## src/rtl/itp_pkg.sv

```systemverilog
// Shared types, character codes, stack codes and lookup functions for the infix to postfix converter.
`timescale 1ns / 1ps

package itp_pkg;

	localparam int STACK_DEPTH = 16;
	localparam int CNT_W       = $clog2(STACK_DEPTH + 1);
	localparam int ADDR_W      = $clog2(STACK_DEPTH);

	typedef logic [7:0] char_t;
	typedef logic [1:0] status_t;
	typedef logic [2:0] code_t;

	localparam code_t CODE_NONE  = 3'd0;
	localparam code_t CODE_OPEN  = 3'd1;
	localparam code_t CODE_PLUS  = 3'd2;
	localparam code_t CODE_MINUS = 3'd3;
	localparam code_t CODE_MUL   = 3'd4;
	localparam code_t CODE_DIV   = 3'd5;

	localparam char_t CH_NUL   = 8'h00;
	localparam char_t CH_OPEN  = 8'h28;
	localparam char_t CH_CLOSE = 8'h29;
	localparam char_t CH_MUL   = 8'h2A;
	localparam char_t CH_PLUS  = 8'h2B;
	localparam char_t CH_MINUS = 8'h2D;
	localparam char_t CH_DIV   = 8'h2F;
	localparam char_t CH_ZERO  = 8'h30;
	localparam char_t CH_NINE  = 8'h39;

	localparam status_t ST_OK              = 2'd0;
	localparam status_t ST_OVERFLOW        = 2'd1;
	localparam status_t ST_UNMATCHED_CLOSE = 2'd2;
	localparam status_t ST_UNMATCHED_OPEN  = 2'd3;

	function automatic code_t char_code(char_t c);
		code_t r;
		unique case (c)
			CH_OPEN:  r = CODE_OPEN;
			CH_PLUS:  r = CODE_PLUS;
			CH_MINUS: r = CODE_MINUS;
			CH_MUL:   r = CODE_MUL;
			CH_DIV:   r = CODE_DIV;
			default:  r = CODE_NONE;
		endcase
		return r;
	endfunction

	function automatic char_t code_char(code_t c);
		char_t r;
		unique case (c)
			CODE_OPEN:  r = CH_OPEN;
			CODE_PLUS:  r = CH_PLUS;
			CODE_MINUS: r = CH_MINUS;
			CODE_MUL:   r = CH_MUL;
			CODE_DIV:   r = CH_DIV;
			default:    r = CH_NUL;
		endcase
		return r;
	endfunction

	function automatic logic prec_hi(code_t c);
		return (c >= CODE_MUL);
	endfunction

endpackage

```

## src/rtl/itp_in_if.sv

```systemverilog
// Input channel interface: one infix character word with its end mark.
`timescale 1ns / 1ps

interface itp_in_if import itp_pkg::*; ();
	logic  valid;
	logic  ready;
	char_t in_char;
	logic  in_last;

	modport source (output valid, output in_char, output in_last, input ready);
	modport sink (input valid, input in_char, input in_last, output ready);
endinterface

```

## src/rtl/itp_out_if.sv

```systemverilog
// Output channel interface: one postfix result word with end marks and status.
`timescale 1ns / 1ps

interface itp_out_if import itp_pkg::*; ();
	logic    valid;
	logic    ready;
	char_t   out_char;
	logic    out_last;
	logic    expr_done;
	status_t status;

	modport source (output valid, output out_char, output out_last, output expr_done,
		output status, input ready);
	modport sink (input valid, input out_char, input out_last, input expr_done,
		input status, output ready);
endinterface

```

## src/rtl/infix_to_postfix_converter.sv

```systemverilog
// Shunting-yard infix to postfix converter with an operator stack in synchronous RAM.
//
//  channel   dir   word                                   handshake
//  infix     in    in_char[8], in_last                    valid/ready
//  postfix   out   out_char[8], out_last, expr_done,      valid/ready
//                  status[2]
//
// An item passes through accept, decode and finish; a push adds a push step. A stack walk (close, operator,
// final flush) adds a fetch and an evaluate step per entry read (the RAM read is registered)
// and one fetch when it meets the bottom; the final item adds its flush walk.
// Each result is staged one word behind so the end marks can be set on it.
// Output stalls hold the sequencer only when a new result needs the output register.
// Reset is asynchronous; the stack RAM needs no clearing, only entries below the count are read.
`timescale 1ns / 1ps

module infix_to_postfix_converter import itp_pkg::*; (
	input  logic      clk,
	input  logic      arst_n,
	itp_in_if.sink    infix,
	itp_out_if.source postfix
);

	localparam logic [2:0] S_IDLE   = 3'd0;
	localparam logic [2:0] S_DECODE = 3'd1;
	localparam logic [2:0] S_FETCH  = 3'd2;
	localparam logic [2:0] S_EVAL   = 3'd3;
	localparam logic [2:0] S_PUSH   = 3'd4;
	localparam logic [2:0] S_FIN    = 3'd5;

	localparam logic [1:0] M_CLOSE = 2'd0;
	localparam logic [1:0] M_OP    = 2'd1;
	localparam logic [1:0] M_FLUSH = 2'd2;

	logic [2:0]       state_q, state_d;
	logic [1:0]       mode_q, mode_d;
	char_t            ch_q;
	logic             last_q;
	code_t            code_q;
	logic             latch_q;
	logic [CNT_W-1:0] count_q;
	logic [CNT_W-1:0] count_dec;

	logic             pend_valid_q;
	char_t            pend_char_q;
	status_t          pend_status_q;

	logic             out_valid_q;
	char_t            out_char_q;
	logic             out_last_q;
	logic             out_done_q;
	status_t          out_status_q;

	code_t            mem [STACK_DEPTH];
	code_t            rd_q;
	logic [ADDR_W-1:0] rd_addr;

	logic    accept, slot_free, can_emit, at_bottom, full, is_digit;
	logic    emit, pop, push, raise, fin_load, out_load;
	char_t   emit_char;
	status_t emit_status;

	assign accept    = infix.valid && infix.ready;
	assign slot_free = !out_valid_q || postfix.ready;
	assign can_emit  = !pend_valid_q || slot_free;
	assign at_bottom = (count_q == '0);
	assign full      = (count_q == CNT_W'(STACK_DEPTH));
	assign is_digit  = (ch_q >= CH_ZERO) && (ch_q <= CH_NINE);
	assign count_dec = count_q - 1'b1;
	assign rd_addr   = count_dec[ADDR_W-1:0];

	assign fin_load = (state_q == S_FIN) && slot_free && (pend_valid_q || last_q);
	assign out_load = (emit && pend_valid_q) || fin_load;

	assign infix.ready       = (state_q == S_IDLE);
	assign postfix.valid     = out_valid_q;
	assign postfix.out_char  = out_char_q;
	assign postfix.out_last  = out_last_q;
	assign postfix.expr_done = out_done_q;
	assign postfix.status    = out_status_q;

	always_comb begin
		state_d     = state_q;
		mode_d      = mode_q;
		emit        = 1'b0;
		emit_char   = CH_NUL;
		emit_status = ST_OK;
		pop         = 1'b0;
		push        = 1'b0;
		raise       = 1'b0;
		unique case (state_q)
			S_IDLE: begin
				if (accept && !latch_q) state_d = S_DECODE;
			end
			S_DECODE: begin
				mode_d = M_FLUSH;
				priority if (is_digit) begin
					if (can_emit) begin
						emit      = 1'b1;
						emit_char = ch_q;
						state_d   = last_q ? S_FETCH : S_FIN;
					end
				end else if (ch_q == CH_CLOSE) begin
					mode_d  = M_CLOSE;
					state_d = S_FETCH;
				end else if (code_q == CODE_OPEN) begin
					state_d = S_PUSH;
				end else if (code_q != CODE_NONE) begin
					mode_d  = M_OP;
					state_d = S_FETCH;
				end else begin
					state_d = last_q ? S_FETCH : S_FIN;
				end
			end
			S_FETCH: begin
				if (at_bottom) begin
					unique case (mode_q)
						M_CLOSE: begin
							if (can_emit) begin
								emit        = 1'b1;
								emit_status = ST_UNMATCHED_CLOSE;
								raise       = 1'b1;
								state_d     = S_FIN;
							end
						end
						M_OP:    state_d = S_PUSH;
						default: state_d = S_FIN;
					endcase
				end else begin
					state_d = S_EVAL;
				end
			end
			S_EVAL: begin
				unique case (mode_q)
					M_CLOSE: begin
						if (rd_q == CODE_OPEN) begin
							pop     = 1'b1;
							mode_d  = M_FLUSH;
							state_d = last_q ? S_FETCH : S_FIN;
						end else if (can_emit) begin
							emit      = 1'b1;
							emit_char = code_char(rd_q);
							pop       = 1'b1;
							state_d   = S_FETCH;
						end
					end
					M_OP: begin
						if (rd_q == CODE_OPEN || (!prec_hi(rd_q) && prec_hi(code_q))) begin
							state_d = S_PUSH;
						end else if (can_emit) begin
							emit      = 1'b1;
							emit_char = code_char(rd_q);
							pop       = 1'b1;
							state_d   = S_FETCH;
						end
					end
					default: begin
						if (can_emit) begin
							emit = 1'b1;
							if (rd_q == CODE_OPEN) begin
								emit_status = ST_UNMATCHED_OPEN;
								raise       = 1'b1;
								state_d     = S_FIN;
							end else begin
								emit_char = code_char(rd_q);
								pop       = 1'b1;
								state_d   = S_FETCH;
							end
						end
					end
				endcase
			end
			S_PUSH: begin
				mode_d = M_FLUSH;
				if (full) begin
					if (can_emit) begin
						emit        = 1'b1;
						emit_status = ST_OVERFLOW;
						raise       = 1'b1;
						state_d     = S_FIN;
					end
				end else begin
					push    = 1'b1;
					state_d = last_q ? S_FETCH : S_FIN;
				end
			end
			S_FIN: begin
				if (!(pend_valid_q || last_q) || slot_free) state_d = S_IDLE;
			end
			default: state_d = S_IDLE;
		endcase
	end

	always_ff @(posedge clk or negedge arst_n) begin
		if (!arst_n) begin
			state_q      <= S_IDLE;
			mode_q       <= M_FLUSH;
			latch_q      <= 1'b0;
			count_q      <= '0;
			pend_valid_q <= 1'b0;
			out_valid_q  <= 1'b0;
		end else begin
			state_q <= state_d;
			mode_q  <= mode_d;

			if (accept && latch_q && infix.in_last) latch_q <= 1'b0;

			priority if (raise) count_q <= '0;
			else if (pop)       count_q <= count_dec;
			else if (push)      count_q <= count_q + 1'b1;

			if (raise) latch_q <= 1'b1;

			if (emit) pend_valid_q <= 1'b1;
			else if (fin_load) pend_valid_q <= 1'b0;

			if (state_q == S_FIN && state_d == S_IDLE && last_q) begin
				latch_q <= 1'b0;
				count_q <= '0;
			end

			if (out_load) out_valid_q <= 1'b1;
			else if (postfix.ready) out_valid_q <= 1'b0;
		end
	end

	always_ff @(posedge clk) begin
		if (accept) begin
			ch_q   <= infix.in_char;
			last_q <= infix.in_last;
			code_q <= char_code(infix.in_char);
		end
		if (emit) begin
			pend_char_q   <= emit_char;
			pend_status_q <= emit_status;
		end
		if (emit && pend_valid_q) begin
			out_char_q   <= pend_char_q;
			out_status_q <= pend_status_q;
			out_last_q   <= 1'b0;
			out_done_q   <= 1'b0;
		end else if (fin_load) begin
			out_last_q <= 1'b1;
			out_done_q <= last_q;
			if (pend_valid_q) begin
				out_char_q   <= pend_char_q;
				out_status_q <= pend_status_q;
			end else begin
				out_char_q   <= CH_NUL;
				out_status_q <= ST_OK;
			end
		end
	end

	always_ff @(posedge clk) begin
		if (push) mem[count_q[ADDR_W-1:0]] <= code_q;
		rd_q <= mem[rd_addr];
	end

endmodule

```

## src/flat_wrapper.sv

```systemverilog
// flat-port wrapper written by rule: the top's interface ports become plain ports
module infix_to_postfix_converter_flat import itp_pkg::*;
  (clk, arst_n, infix_valid, infix_in_char, infix_in_last, infix_ready, postfix_valid, postfix_out_char, postfix_out_last, postfix_expr_done, postfix_status, postfix_ready);
  itp_in_if infix_i ();
  itp_out_if postfix_i ();
  input  logic clk;
  input  logic arst_n;
  input wire logic [$bits(infix_i.valid)-1:0] infix_valid;
  input wire logic [$bits(infix_i.in_char)-1:0] infix_in_char;
  input wire logic [$bits(infix_i.in_last)-1:0] infix_in_last;
  output wire logic [$bits(infix_i.ready)-1:0] infix_ready;
  output wire logic [$bits(postfix_i.valid)-1:0] postfix_valid;
  output wire logic [$bits(postfix_i.out_char)-1:0] postfix_out_char;
  output wire logic [$bits(postfix_i.out_last)-1:0] postfix_out_last;
  output wire logic [$bits(postfix_i.expr_done)-1:0] postfix_expr_done;
  output wire logic [$bits(postfix_i.status)-1:0] postfix_status;
  input wire logic [$bits(postfix_i.ready)-1:0] postfix_ready;
  assign infix_i.valid = infix_valid;
  assign infix_i.in_char = infix_in_char;
  assign infix_i.in_last = infix_in_last;
  assign infix_ready = infix_i.ready;
  assign postfix_valid = postfix_i.valid;
  assign postfix_out_char = postfix_i.out_char;
  assign postfix_out_last = postfix_i.out_last;
  assign postfix_expr_done = postfix_i.expr_done;
  assign postfix_status = postfix_i.status;
  assign postfix_i.ready = postfix_ready;
  infix_to_postfix_converter u_core (.clk(clk), .arst_n(arst_n), .infix(infix_i), .postfix(postfix_i));
endmodule
```

## config.mk

```make
export PLATFORM = sky130hd
export DESIGN_NAME = infix_to_postfix_converter_flat
export DESIGN_NICKNAME = d
export VERILOG_FILES = /design/src/rtl/itp_pkg.sv /design/src/rtl/itp_in_if.sv /design/src/rtl/itp_out_if.sv /design/src/rtl/infix_to_postfix_converter.sv /design/src/flat_wrapper.sv
export SDC_FILE = /design/constraint.sdc
export NUM_CORES = 1
export LEC_CHECK = 0
export BUFFER_PORTS_ARGS = -buffer_cell sky130_fd_sc_hd__buf_2
export CAP_MARGIN = 25
export CORE_MARGIN = 5
export CORE_UTILIZATION = 60
export CTS_CLUSTER_DIAMETER = 80
export DETAILED_ROUTE_END_ITERATION = 10
export HOLD_SLACK_MARGIN = 0.05
export PLACE_DENSITY = 0.89
export SETUP_SLACK_MARGIN = 0.2
export SLEW_MARGIN = 20
export SYNTH_ARGS = -nofsm -noshare
export SYNTH_HDL_FRONTEND = slang
export SYNTH_SLANG_ARGS = --single-unit
```

## constraint.sdc

```tcl
create_clock -name clk -period 4.91 [get_ports clk]
set_input_delay 0 -clock clk [delete_from_list [all_inputs] [get_ports clk]]
set_output_delay 0 -clock clk [all_outputs]
set_load 0.02 [all_outputs]
```

# After elaboration in Yosys (flattened, before gate mapping)
# Memories as Yosys holds them, arrays and structs flattened. A register that Yosys moved wholly into a read port is not among the register bits.
# Cells that the tools add are included.
dict set report word_totals {
  mem_bits_rw 48
  rom_bits 0
  latchBits 0
  output_inout_bits 14
  word_cells 165
  mem_count 1
  ff_bits 47
}
# memory words word_bits rd rd_clocked_by_memory_dff write_ports line
set memory_table {}
lappend memory_table {u_core.mem 16 3 1 1 1 infix_to_postfix_converter.sv:53} ;# code_t mem [STACK_DEPTH];
dict set report op_classes {
  multipliers 0
  mux 87
  shift 0
  addsub 2
  magnitude_cmp 4
  n_eq_ne 21
  reduce_logical 35
  bitwise 0
  n_div 0
}
# op n
set op_table {}
lappend op_table {{8-bit 2-to-1 mux} 10}
lappend op_table {{8-bit by 6-bit equality test with 1-bit output (second input constant)} 6}
lappend op_table {{3-bit 2-to-1 mux} 16}
lappend op_table {{2-bit 2-to-1 mux} 16}
lappend op_table {{8-bit case mux with 2 select lines} 2}
lappend op_table {{6-bit case mux with 5 select lines} 1}
lappend op_table {{1-bit 2-to-1 mux} 26}
lappend op_table {{6-bit case mux with 4 select lines} 1}
lappend op_table {{5-bit 2-to-1 mux} 4}
lappend op_table {{3-bit case mux with 6 select lines} 1}
lappend op_table {{3-bit case mux with 5 select lines} 1}
lappend op_table {{3-bit by 2-bit equality test with 1-bit output (second input constant)} 4}
lappend op_table {{3-bit equality test (second input constant)} 4}
lappend op_table {{2-bit case mux with 3 select lines} 2}
lappend op_table {{3-bit case mux with 2 select lines} 2}
lappend op_table {{1-bit logical AND} 11}
lappend op_table {{3-bit by 1-bit equality test with 1-bit output (second input constant)} 3}
lappend op_table {{3-bit nonzero test} 3}
lappend op_table {{8-bit by 6-bit greater-or-equal comparator with 1-bit output (second input constant)} 1}
lappend op_table {{8-bit by 6-bit <= comparator with 1-bit output (second input constant)} 1}
lappend op_table {{3-bit greater-or-equal comparator (second input constant)} 2}
lappend op_table {{3-bit zero test} 2}
lappend op_table {{1-bit logical OR} 6}
lappend op_table {{6-bit 2-to-1 mux} 1}
lappend op_table {{15 further kinds} 23}

# Longest topological paths before layout
dict set report depth {
  ltp_word 11
  mapped_depth 10
  depth_no_buf 7
}

# Worst setup path after synthesis
# No wires, ideal clock.
dict set report synth_timing {
  path_kind {register to register}
  from {register u_core.count_q[0]}
  to {register u_core.pend_char_q[0] (enable)}
  path_stages_with_launch 9
  arrival_time_ns 2.307
  setup_ns 0.376
  slack_ns 2.226
  path_cell_list {dfrtp_1 buf_6 buf_6 inv_1 ha_1 or4b_4 nor4_4 nor3_1 nor2_1}
}
dict set report synth_via {
  elab_chain_cells 3
}
# element line
set synth_lines {}
lappend synth_lines {{start: declaration} infix_to_postfix_converter.sv:40} ;# logic [CNT_W-1:0] count_q;
lappend synth_lines {{start signal: assignment} infix_to_postfix_converter.sv:208} ;# else if (pop) count_q <= count_dec;
lappend synth_lines {{start signal: assignment} infix_to_postfix_converter.sv:209} ;# else if (push) count_q <= count_q + 1'b1;
lappend synth_lines {{5-bit equality test or 5-bit zero test (tied branches)} {infix_to_postfix_converter.sv:66, infix_to_postfix_converter.sv:65}}
lappend synth_lines {{1-bit 2-to-1 mux, on equally long branches} {infix_to_postfix_converter.sv:174, infix_to_postfix_converter.sv:115}}
lappend synth_lines {{1-bit case mux with 4 select lines (*)} infix_to_postfix_converter.sv:90} ;# unique case (state_q)
lappend synth_lines {{net u_core.emit} infix_to_postfix_converter.sv:58} ;# logic emit, pop, push, raise, fin_load, out_load;
lappend synth_lines {{end signal: assignment} infix_to_postfix_converter.sv:233} ;# pend_char_q <= emit_char;
lappend synth_lines {{end: declaration} infix_to_postfix_converter.sv:44} ;# char_t pend_char_q;
# Mark *: on every way through the listed nets, which the timed path passes. The rest lies on a longest branch.
# A chain may end at the register's enable or synchronous reset.

# Worst setup path in the final report
dict set report layout_timing {
  from {register u_core.count_q[0]}
  to {register u_core.pend_char_q[2] (enable)}
}
# The elaborated chain is that of the path after synthesis.

==> results by group <==
Timing
  – FMAX: roughly 320 MHz
  – Fin crit period: between 3 and 4 ns
  – Max_slew headroom: between 40% and 50%
  – Pins Over Slew Limit: 0
  – Setup tns final: 0 ns
  – Final cycle utilization of the critical path: between 60 and 70%
  – Final Hold Viols: 0
  – RSZ-0062 raised after global routing: false
  – Final setup violation count: 0
  – Slew @ Worst Pin: slightly below 0.9 ns
  – Clock Skew: 0.0117 ns

Pwr
  – Internal Power: ~1.8 mW
  – VDD IR-drop max: ~0.29 mV
  – Leak: roughly 1.8 nW
  – Pwr Total: 2.79 mW
  – Clock network power share: ~16%
  – Combinational fraction of design power: 36.0%
  – Power Density: approximately 560 nW/µm²
  – Sequential share of power: 47.7%
  – Net Sw Frac: a little under two fifths
  – Net Sw Power: 1.03 mW

Global routing
  – Gr ovfl total: 0
  – Initial antenna violation count: 0
  – First-pass GRT wire length: roughly 14000 µm
  – Pin count of the biggest net entering global routing: 22
  – Global Route Usage Sum: approximately a fifth
  – Number of global-route vias before repair: around 2700

Logic synthesis
  – Share of the synthesized area in the top cell type: a little over half
  – Post-synthesis instance area: about 4500 µm²
  – Synth Area per Inst: between 10 and 15 µm²
  – Post-synth top area cell: edfxtp_1
  – Synth cell types: between 60 and 70
  – Sequential element share of the synthesized area: a little over three fifths
  – Top FF cell, synth: edfxtp_1
  – Ys Warns: 0
  – Asr flop ratio synth: around an eighth
  – #FFs+latches synth: approximately 100
  – Synth area leaders: edfxtp_1 (53%), mux4_2 (7.5%), dfrtp_1 (6.7%)
  – Post-synth EDFFs: 80
  – Syn Inst Count: between 300 and 400

Clock network
  – Max Buffers Root-to-Sink: 2
  – Worst-skew pair later-pin latency: between 0.3 and 0.4 ns
  – H-tree level count: 3
  – CTS clock-pin slew for the worst setup and hold paths: 0.09 ns
  – CTS tree: yes
  – CTS sink cnt: a little under 100
  – Post-CTS Setup Inserts: 0
  – Clk root buf: clkbuf_8
  – Num CTS Buffers: 9

Floorplan
  – Site Rows: 31
  – Area of the die: about 9300 µm²
  – Initial Utilization: 61.7%
  – DIE WIDTH: ~97 µm
  – Boundary pin count: 27
  – Die height: between 90 and 100 µm
  – Core box area: approximately 7300 µm²

Run
  – Max_cap viols: 0

Finish
  – N_diodes: 0
  – Share of cells above drive strength 1: 17.8%
  – Nets: 380
  – Fillers: 508
  – Area Growth Syn to Fin: 9.87%
  – Most frequent cells in the layout: edfxtp_1 (80), buf_2 (26), nand2_1 (25)
  – Commonest non-fill, non-tap cell in the layout: edfxtp_1
  – Sequential cell area: roughly 2800 µm²
  – Multi-input logic area: roughly 1600 µm²
  – Post-Route Utilization: roughly two thirds

Status
  – Status: complete, no violations

Drt
  – Via count: about 2800
  – DRT antenna net count: 0
  – Routed WL: a little under 9000 µm
  – Vias/cell: ~6.0
  – Drt first pass iters: 5
  – Initial drt markers: between 300 and 400
  – Wire per inst: around 19 µm
  – # DRC: 0

Critical path
  – Critical setup path kind: register to register
  – Arr. time, crit path: between 3 and 4 ns
  – CP Max Fanout: 17
  – CP endpoint kind: register
  – Critical Path RT: between 4 and 5 ns
  – CP startpoint kind: register
  – Reg2reg setup slack: about 1.8 ns

Placed design
  – RePlAce Congestion: ~0.94
  – Buffers on Ports: 26
  – Post-detail-place hpwl: between 5000 and 6000 µm

Hold path
  – Hold Path Class: primary input to async pin
[state kept, by name, indices dropped and copies added, names as in the netlist]
signal	cells
u_core.postfix.valid	1
u_core.mode_q	2
u_core.postfix.out_last	1
u_core.pend_valid_q	1
u_core.postfix.expr_done	1
u_core.rd_q	3
u_core.pend_status_q	2
u_core.ch_q	8
u_core.mem	48
u_core.state_q	3
u_core.code_q	3
u_core.last_q	1
u_core.postfix.status	2
u_core.latch_q	1
u_core.count_q	5
u_core.pend_char_q	8
u_core.postfix.out_char	8
[worst paths after layout]
path                                              start                      end  cells past startpoint
worst max-delay path                  u_core.count_q[0]    u_core.pend_char_q[2]                      6
worst min-delay path                             arst_n           u_core.latch_q                      2
worst max register to register        u_core.count_q[0]    u_core.pend_char_q[2]                      6
worst min register to register  u_core.postfix.out_last  u_core.postfix.out_last                      2
max in group asynchronous                        arst_n         u_core.mode_q[1]                      2
min in group clk                          postfix_ready     u_core.postfix.valid                      3
[power groups by stage]
stage	Clock, mW	Combinational [mW]	Sequential (mW)
5_1_grt	0.498	1.09	1.37
3_5_place_dp	0	0.986	1.35
4_1_cts	0.456	0.999	1.33
2_1_floorplan	0	0.844	1.27
6_report	0.453	1.00	1.33
3_3_place_gp	0	0.943	1.34
[logic make-up after synthesis]
| group | Yosys count | synth area share, % |
|---|---|---|
| adder cells (fa/ha/maj) | 7 | 1.95 |
| flip-flops | 98 | 62.9 |
| AND/OR/NAND/NOR | 126 | 16.0 |
| XOR/XNOR | 9 | 1.75 |
| AO/OA/AOI/OAI | 46 | 7.03 |
| multiplexers | 16 | 7.76 |
| buffers and inverters | 22 | 2.59 |
| other | 1 | 0.0833 |
[metal layers]
metal	vias up	global-route usage [%]	routed length [µm]
met1	1331	25.1	3550
met5	-	0	0
met2	139	30.4	4280
li1	1302	-	-
met4	0	7.67	150
met3	14	4.75	701
[cell type report]
cell class | count | share of cell area, %
clock buffers | 9 | 2.51
clock inverters | 7 | 0.911
inverters | 9 | 0.683
multi-input cells | 206 | 31.5
flip-flops and latches | 98 | 57.2
well taps | 99 | 2.51
repair buffers | 36 | 4.66
[per-stage QoR]
step / hold WS [ns] / worst slack [ns] / std cells / instance area [µm²]
after floorplan: -0.296 / 2.23 / 326 / 4500
after global placement: -0.0916 / 1.95 / 438 / 4680
after detailed placement: -0.0904 / 1.81 / 438 / 4680
after CTS: 0.0563 / 1.80 / 464 / 4940
after global routing: 0.0881 / 1.59 / 464 / 4940
final: 0.0593 / 1.81 / 464 / 4940
[synthesized netlist by cell type, types with 2 or more instances]
cell      instances
a21boi_1          3
a21oi_1          10
and2_1           21
and3_1            8
and3b_1           2
and4_1            2
buf_2             3
buf_6             4
clkbuf_1          6
dfrtp_1          12
dfxtp_1           5
edfxtp_1         80
ha_1              7
inv_1             8
mux4_2           15
nand2_1          25
nand2b_1          4
nand3_1           5
nand4_1           2
nor2_1           24
nor2b_1           2
nor3_1            7
nor3b_1           4
nor4_1            2
o211ai_1          2
o21a_1            2
o21ai_0          10
o21ai_1           2
o22ai_1           2
o31ai_1           3
or2_1             2
or3_1             3
or3b_1            2
xnor2_1           5
xor2_1            4
[timing repair]
| action | in CTS | in global routing |
|---|---|---|
| hold buffers | 10 | 0 |
| resized for setup | 0 | 0 |
| hold endpoints to repair | 26 | 0 |
[worst max-delay path, cell delays in order, from the launching register on]
cell     delay, ns
dfrtp_1       0.70
inv_1         0.28
ha_1          0.27
or4b_4        0.54
nor4_4        0.26
nor3_1        0.12
nor2_1        0.57
Note: power is estimated with default switching activity, not from simulation.
